==> src/sv/dpmf_pkg.sv <==
// Shared package of the defective pixel mean fill core.
// Holds the default sizes, the register indexes, the sequencer states and the
// command and status structs between controller and datapath.
package dpmf_pkg;

    localparam int DEF_MAX_COLUMNS = 1024;
    localparam int DEF_MAX_ROWS    = 1024;
    localparam int DEF_PIXEL_BITS  = 16;

    localparam int CFG_DATA_W  = 11;
    localparam int CFG_INDEX_W = 1;
    localparam int OUT_POS_W   = 10;

    localparam int RESET_COLUMNS = 640;
    localparam int RESET_ROWS    = 480;

    // Register indexes of the configuration port.
    localparam logic [CFG_INDEX_W-1:0] REG_COLUMNS = 1'b0;
    localparam logic [CFG_INDEX_W-1:0] REG_ROWS    = 1'b1;

    // Input op codes.
    localparam logic OP_PIXEL = 1'b0;
    localparam logic OP_DRAIN = 1'b1;

    typedef enum logic [2:0] {
        ST_IDLE,
        ST_STEP,
        ST_EVAL,
        ST_DIV,
        ST_FIN
    } t_state;

    typedef struct packed {
        logic accept;
        logic step;
        logic eval;
        logic div;
        logic fin;
    } t_cmd;

    typedef struct packed {
        logic drop;
        logic emit;
        logic replace;
        logic div_done;
        logic out_free;
    } t_status;

endpackage

==> src/sv/dpmf_ctrl.sv <==
// Sequencer of the defective pixel mean fill core.
// Depends on dpmf_pkg for the state type and the command and status structs.
module dpmf_ctrl
    import dpmf_pkg::*;
(
    input  logic    i_clk,
    input  logic    i_rst_n,
    input  logic    i_in_valid,
    output logic    o_in_ready,
    input  t_status i_sts,
    output t_cmd    o_cmd
);

    t_state r_state;
    t_state n_state;

    always_ff @(posedge i_clk) begin
        if (!i_rst_n) begin
            r_state <= ST_IDLE;
        end else begin
            r_state <= n_state;
        end
    end

    always_comb begin
        n_state = r_state;
        unique case (r_state)
            ST_IDLE: begin
                if (i_in_valid && !i_sts.drop) begin
                    n_state = ST_STEP;
                end
            end
            ST_STEP: n_state = ST_EVAL;
            ST_EVAL: begin
                if (!i_sts.emit) begin
                    n_state = ST_IDLE;
                end else if (i_sts.replace) begin
                    n_state = ST_DIV;
                end else begin
                    n_state = ST_FIN;
                end
            end
            ST_DIV: begin
                if (i_sts.div_done) begin
                    n_state = ST_FIN;
                end
            end
            ST_FIN: begin
                if (i_sts.out_free) begin
                    n_state = ST_IDLE;
                end
            end
            default: n_state = ST_IDLE;
        endcase
    end

    always_comb begin
        o_cmd      = '0;
        o_in_ready = 1'b0;
        unique case (r_state)
            ST_IDLE: begin
                o_in_ready   = 1'b1;
                o_cmd.accept = i_in_valid;
            end
            ST_STEP: o_cmd.step = 1'b1;
            ST_EVAL: o_cmd.eval = i_sts.emit;
            ST_DIV:  o_cmd.div  = 1'b1;
            ST_FIN:  o_cmd.fin  = i_sts.out_free;
            default: o_cmd = '0;
        endcase
    end

endmodule

==> config.mk <==
export PLATFORM = sky130hd
export DESIGN_NAME = dpmf_ctrl
export DESIGN_NICKNAME = d
export VERILOG_FILES = /design/src/sv/dpmf_pkg.sv /design/src/sv/dpmf_ctrl.sv
export SDC_FILE = /design/constraint.sdc
export NUM_CORES = 1
export LEC_CHECK = 0
export BUFFER_PORTS_ARGS = -buffer_cell sky130_fd_sc_hd__buf_2
export CORE_AREA = 2 2 39 41
export DETAILED_ROUTE_END_ITERATION = 6
export DIE_AREA = 0 0 41 43
export PLACE_DENSITY = 0.44
export SLEW_MARGIN = 30
export SYNTH_ARGS = -nofsm -noshare
export SYNTH_HDL_FRONTEND = slang
export SYNTH_SLANG_ARGS = --single-unit
==> constraint.sdc <==
create_clock -name i_clk -period 1.7 [get_ports i_clk]
set_clock_uncertainty 0.1 [all_clocks]
set_input_delay 0.255 -clock i_clk [delete_from_list [all_inputs] [get_ports i_clk]]
set_output_delay 0.255 -clock i_clk [all_outputs]
set_load 0.05 [all_outputs]
==> results of run 1 <==
==> layer usage <==
layer | up-vias | share of wire | GRT usage
li1 | 133 | - | -
met1 | 103 | 0.46 | 0.115
met2 | 12 | 0.44 | 0.0781
met3 | 0 | 0.098 | 0.0157
met4 | 0 | 0 | 0.100
met5 | - | 0 | 0
==> metrics by stage <==
step	setup WS (ps)	hold WS, ps	total power [µW]	utilization	instance area (µm²)
after floorplan	-105	312	144	-	256
after global placement	243	442	165	0.238	329
after detailed placement	246	446	164	0.238	329
after CTS	7.96	196	297	0.258	357
after global routing	39.0	224	304	0.259	359
final	144	193	290	0.259	359
==> cell families after synthesis <==
kind of cell           Yosys count
flip-flops                       3
AND/OR/NAND/NOR                 15
buffers and inverters            3
AO/OA/AOI/OAI                    6
==> worst max-delay path, stage by stage, from the launching register on <==
cell and delay, ps:
sky130_fd_sc_hd__dfxtp_2 370, sky130_fd_sc_hd__nor2_1 170, sky130_fd_sc_hd__and3_1 170, sky130_fd_sc_hd__buf_2 250
==> Yosys cell counts <==
library cell,n,area share
sky130_fd_sc_hd__a21oi_1,2,0.044
sky130_fd_sc_hd__o22ai_1,1,0.028
sky130_fd_sc_hd__nor2_1,1,0.017
sky130_fd_sc_hd__and2_1,1,0.028
sky130_fd_sc_hd__and4b_1,2,0.089
sky130_fd_sc_hd__dfxtp_1,3,0.27
sky130_fd_sc_hd__and3b_1,1,0.039
sky130_fd_sc_hd__inv_1,1,0.017
sky130_fd_sc_hd__buf_4,1,0.033
sky130_fd_sc_hd__nand3b_1,1,0.033
sky130_fd_sc_hd__a21boi_1,1,0.033
sky130_fd_sc_hd__nor3_1,1,0.022
sky130_fd_sc_hd__buf_2,1,0.022
sky130_fd_sc_hd__and3_1,1,0.028
sky130_fd_sc_hd__o21ai_1,2,0.044
sky130_fd_sc_hd__nor4bb_1,1,0.044
sky130_fd_sc_hd__nand2_1,2,0.033
sky130_fd_sc_hd__nand4b_1,1,0.039
sky130_fd_sc_hd__nor3b_1,2,0.067
sky130_fd_sc_hd__nor4bb_2,1,0.072
==> power by group <==
part	internal, µW	leakage (µW)	total [µW]	switching, µW
Clock	88.1	0.0000150	126	38.3
Sequential	74.8	0.0000258	86.1	11.2
Combinational	30.2	0.000121	77.7	47.5
Total	193	0.000162	290	97.1
==> layout make-up <==
type	count	area, µm²	share of cell area
multi-input cells	21	180	0.502
repair buffers	13	65.1	0.181
flip-flops and latches	3	63.8	0.178
clock buffers	4	26.3	0.0732
well taps	16	20.0	0.0557
inverters	1	3.75	0.0105
==> worst max-delay path by stage <==
stage	cells past startpoint	endpoint	slack, ps	from
finish	3	o_cmd[0]	140	r_state[1]$_SDFFE_PN0P_
global route	3	o_cmd[0]	40	r_state[1]$_SDFFE_PN0P_
CTS	3	o_cmd[0]	8	r_state[0]$_SDFFE_PN0P_
detailed placement	2	o_cmd[2]	250	r_state[1]$_SDFFE_PN0P_
global placement	2	o_cmd[2]	240	r_state[1]$_SDFFE_PN0P_
floorplan	3	o_cmd[4]	-100	r_state[0]$_SDFFE_PN0P_
==> flow_summary.json, run 1 <==
{
  "num-fill-cells": 164,
  "die_ht_um": 43,
  "antenna_violating_nets_post_route": 0,
  "rr_worst_depth": 3,
  "htree_levels": 1,
  "worst_r2r_endpoint": "r_state[1]$_SDFFE_PN0P_",
  "synth_simple_gate_area_share": 0.511,
  "cts.sink_count": 3,
  "post_synth_inst_count": 27,
  "finalSetupTns_ps": 0,
  "cts.path.max_buffers": 2,
  "globalRouteTotalUtil": 0.0792,
  "postCtsResizedCells": 1,
  "period_needed_ps": 1560,
  "synth-compound-area-share": 0.150,
  "reg2reg_slack_ps": 530,
  "layout-area-overhead-vs-synth_pct": 59.4,
  "largest_reg_flops": 3,
  "timing.critical_path.from_type": "register",
  "die_area_mm2": 0.00176,
  "synthesis.area_per_instance_um2": 8.34,
  "synth_warnings": 0,
  "muxShareOfSynthArea": 0,
  "leading_cell_types_in_the_layout_fill_and_taps_excluded": "sky130_fd_sc_hd__buf_2 (13), sky130_fd_sc_hd__clkbuf_4 (3), sky130_fd_sc_hd__dfxtp_2 (3)",
  "design.final.nets": 51,
  "share_of_final_layout_standard_cells_stronger_than_drive_strength_1": 0.548,
  "class_of_the_worst_hold_path": "in2reg",
  "worst_hold_path.endpoint": "r_state[2]$_SDFFE_PN0P_",
  "dp_cells": 54,
  "postSynthNetCount": 35,
  "synth_cell_types": 20,
  "route.vias.total": 248,
  "worst_setup_hold_path_clk_slew_ps": 40,
  "tritoncts_clock_tree": "built",
  "maxSlewHeadroom": 0.835,
  "wl_per_cell_um": 10.2,
  "dominant_combinational_cell_family_by_area_after_synthesis": "simple AND/OR/NAND/NOR gates",
  "placement_rows": 14,
  "first_iter_violations": 2,
  "largestRegisters": "r_state (3)",
  "leakagePower_uw": 0.000162,
  "vias_per_cell": 4.28,
  "most_common_cell_after_layout_fill_and_taps_aside": "sky130_fd_sc_hd__buf_2",
  "gp_congestion": 0.664,
  "die-width_um": 41,
  "grt_antenna_before_repair": 0,
  "max_cap_violations": 0,
  "cp_max_fo": 10,
  "drv_slew": 0,
  "critPathCaptureType": "output port",
  "reg2reg_from": "r_state[1]$_SDFFE_PN0P_",
  "grt_first_pass_wirelength_um": 862,
  "postSynthRegisterBits": 3,
  "critical_hold_path_startpoint": "i_sts[0]",
  "power.ir.vdd_worst_mv": 0.362,
  "finalSetupViolations": 0,
  "cts-hold-fix-buffers": 0,
  "port-buffer-count": 13,
  "grt_setup_unrepaired": "false",
  "core_area_mm2": 0.00138,
  "path_class": "reg2out",
  "top_register": "r_state",
  "overflow": 0,
  "synth_adder_area_share": 0,
  "drc": 0,
  "instances_no_fill": 58,
  "max_slew.worst_pin.slew_ps": 249,
  "synth_sequential_area_ratio": 0.267,
  "required_ps": 1340,
  "num_io_pins": 14,
  "synth_xor_xnor_area_share": 0,
  "status": "finished, final reports clean",
  "drt-pass1-iter-count": 4,
  "insertion_delay_ps": 230,
  "syn_area_um2": 225,
  "number_of_buffers_created_by_cts": 3,
  "power_density_mw_per_mm2": 808,
  "postRouteWirelength_um": 591,
  "timing.hold.worst_path_depth": 3,
  "dpl.hpwl_um": 430,
  "post-route-period-util": 0.916,
  "critPathArrivalTime_ps": 1200,
  "max_freq_ghz": 0.643,
  "initial_utilization": 0.163,
  "grt_max_degree": 12,
  "timing.final.hold_violations": 0,
  "post_cts_buffers": 0,
  "root_buffer": "sky130_fd_sc_hd__clkbuf_4",
  "antenna-diode-count": 0,
  "grt_pass1_vias": 203
}
No activity file was read; power rests on OpenSTA's default activity.
==> run 2, diff against run 1 <==
--- a/config.mk
+++ b/config.mk
@@ -9,7 +9,7 @@
 export CORE_AREA = 2 2 39 41
 export DETAILED_ROUTE_END_ITERATION = 6
 export DIE_AREA = 0 0 41 43
-export PLACE_DENSITY = 0.44
+export PLACE_DENSITY = 0.5
 export SLEW_MARGIN = 30
 export SYNTH_ARGS = -nofsm -noshare
 export SYNTH_HDL_FRONTEND = slang
==> run 2 against run 1 <==
Against the previous run:
- non-clock buffer count unchanged
- wire length down 7.8%
- total power down 1.6%
- global-route usage down 0.29 points
- die area unchanged
- sequential cell count unchanged
- critical path type unchanged
- highest routed layer unchanged
==> flow_summary.json, run 2 (same netlist as run 1, synthesis figures left out) <==
{
  "die_area_mm2": 0.00176,
  "num-fill-cells": 161,
  "antenna_violating_nets_post_route": 0,
  "finalWorstSetupSlack_ps": 83.3,
  "overflow": 0,
  "internal_portion_of_total_power_uw": 193,
  "number_of_buffers_created_by_cts": 3,
  "power.ir.vdd_worst_mv": 0.218,
  "largest_reg_flops": 3,
  "p_sw_uw": 92.7,
  "gp_congestion": 0.709,
  "leading_cell_types_in_the_layout_fill_and_taps_excluded": "sky130_fd_sc_hd__buf_2 (13), sky130_fd_sc_hd__clkbuf_4 (3)",
  "drt-pass1-iter-count": 3,
  "grt_antenna_before_repair": 0,
  "antenna-diode-count": 0,
  "insertion_delay_ps": 230,
  "initial_utilization": 0.163,
  "vias_per_cell": 4.36,
  "root_buffer": "sky130_fd_sc_hd__clkbuf_4",
  "period_needed_ps": 1620,
  "finalSetupViolations": 0,
  "power_switching_share": 0.325,
  "drc": 0,
  "layout-area-overhead-vs-synth_pct": 58.9,
  "post_cts_buffers": 0,
  "p_comb_frac": 0.270,
  "die_ht_um": 43,
  "die-width_um": 41,
  "design.final.nets": 51,
  "share_of_final_layout_standard_cells_stronger_than_drive_strength_1": 0.524,
  "tritoncts_clock_tree": "built",
  "wl_per_cell_um": 9.40,
  "leakagePower_uw": 0.000162,
  "first_iter_violations": 2,
  "cts-hold-fix-buffers": 0,
  "drv_slew": 0,
  "class_of_the_worst_hold_path": "in2reg",
  "maxSlewHeadroom": 0.725,
  "grt_pass1_vias": 238,
  "power.total_uw": 286,
  "power.sequential.fraction": 0.300,
  "grt_first_pass_wirelength_um": 910,
  "port-buffer-count": 13,
  "globalRouteTotalUtil": 0.0764,
  "dp_cells": 54,
  "power_density_mw_per_mm2": 798,
  "max_freq_ghz": 0.619,
  "max_cap_violations": 0,
  "grt_setup_unrepaired": "false",
  "core_area_mm2": 0.00138,
  "route.vias.total": 253,
  "top_register": "r_state",
  "postRouteWirelength_um": 545,
  "cts.sink_count": 3,
  "cts.path.max_buffers": 2,
  "status": "finished, final reports clean",
  "num_io_pins": 14,
  "htree_levels": 1,
  "timing.final.hold_violations": 0,
  "post-route-period-util": 0.951,
  "clockPowerShare": 0.429,
  "dpl_worst_slack_ps": 226,
  "most_common_cell_after_layout_fill_and_taps_aside": "sky130_fd_sc_hd__buf_2",
  "timing.critical_path.from_type": "register",
  "grt_max_degree": 12,
  "cp_max_fo": 9,
  "path_class": "reg2out",
  "critPathArrivalTime_ps": 1260,
  "instances_no_fill": 58,
  "dpl.hpwl_um": 432,
  "worst_setup_hold_path_clk_slew_ps": 40,
  "critPathCaptureType": "output port",
  "placement_rows": 14,
  "largestRegisters": "r_state (3)",
  "required_ps": 1340,
  "max_slew.worst_pin.slew_ps": 413
}
-- run 2: path summary, 6_finish.rpt --
check / from / endpoint / slack, ps / cells after the start
setup / recovery: r_state[2]$_SDFFE_PN0P_ / o_cmd[0] / 80 / 2
hold / removal: i_sts[0] / r_state[2]$_SDFFE_PN0P_ / 210 / 3
setup reg to reg: r_state[1]$_SDFFE_PN0P_ / r_state[1]$_SDFFE_PN0P_ / 550 / 3
hold reg to reg: r_state[1]$_SDFFE_PN0P_ / r_state[2]$_SDFFE_PN0P_ / 480 / 2
-- run 2: cell type report --
class / count / area [µm²] / share of cell area
tap: 16 / 20.0 / 0.0559
sequential: 3 / 62.6 / 0.175
multi-input combinational: 21 / 180 / 0.503
inverter: 1 / 3.75 / 0.0105
clock buffer: 4 / 26.3 / 0.0734
timing repair buffer: 13 / 65.1 / 0.182
-- run 2: repair_timing --
action / 4_1_cts / 5_1_grt
hold endpoints to repair: 0 / 0
gates resized for setup: 1 / 1
setup endpoints to repair: 1 / 2
-- run 2: stage by stage --
stage / setup TNS, ps / utilization / area (µm²) / hold WS [ps]
2_1_floorplan: -105 / - / 256 / 312
3_3_place_gp: 0 / 0.238 / 329 / 444
3_5_place_dp: 0 / 0.238 / 329 / 442
4_1_cts: 0 / 0.258 / 357 / 198
5_1_grt: 0 / 0.259 / 358 / 204
6_report: 0 / 0.259 / 358 / 210
-- run 2: critical path, stage by stage (launching register included) --
cell and delay [ps]:
sky130_fd_sc_hd__dfxtp_1 560, sky130_fd_sc_hd__and3_1 220, sky130_fd_sc_hd__buf_2 250
-- run 2: power groups by stage --
stage,Sequential (µW),Combinational (µW),Clock (µW)
6_report,85.8,77.2,123
5_1_grt,88.0,82.2,136
4_1_cts,85.7,78.4,129
3_5_place_dp,86.6,78.2,0
3_3_place_gp,86.2,78.3,0
2_1_floorplan,76.4,67.5,0
-- run 2: metal layers --
metal  up-vias  share of wire  global-route usage
met3         0          0.053              0.0314
met1       114           0.44              0.0871
met4         0              0              0.0400
met5         -              0                   0
li1        133              -                   -
met2         6           0.51               0.116
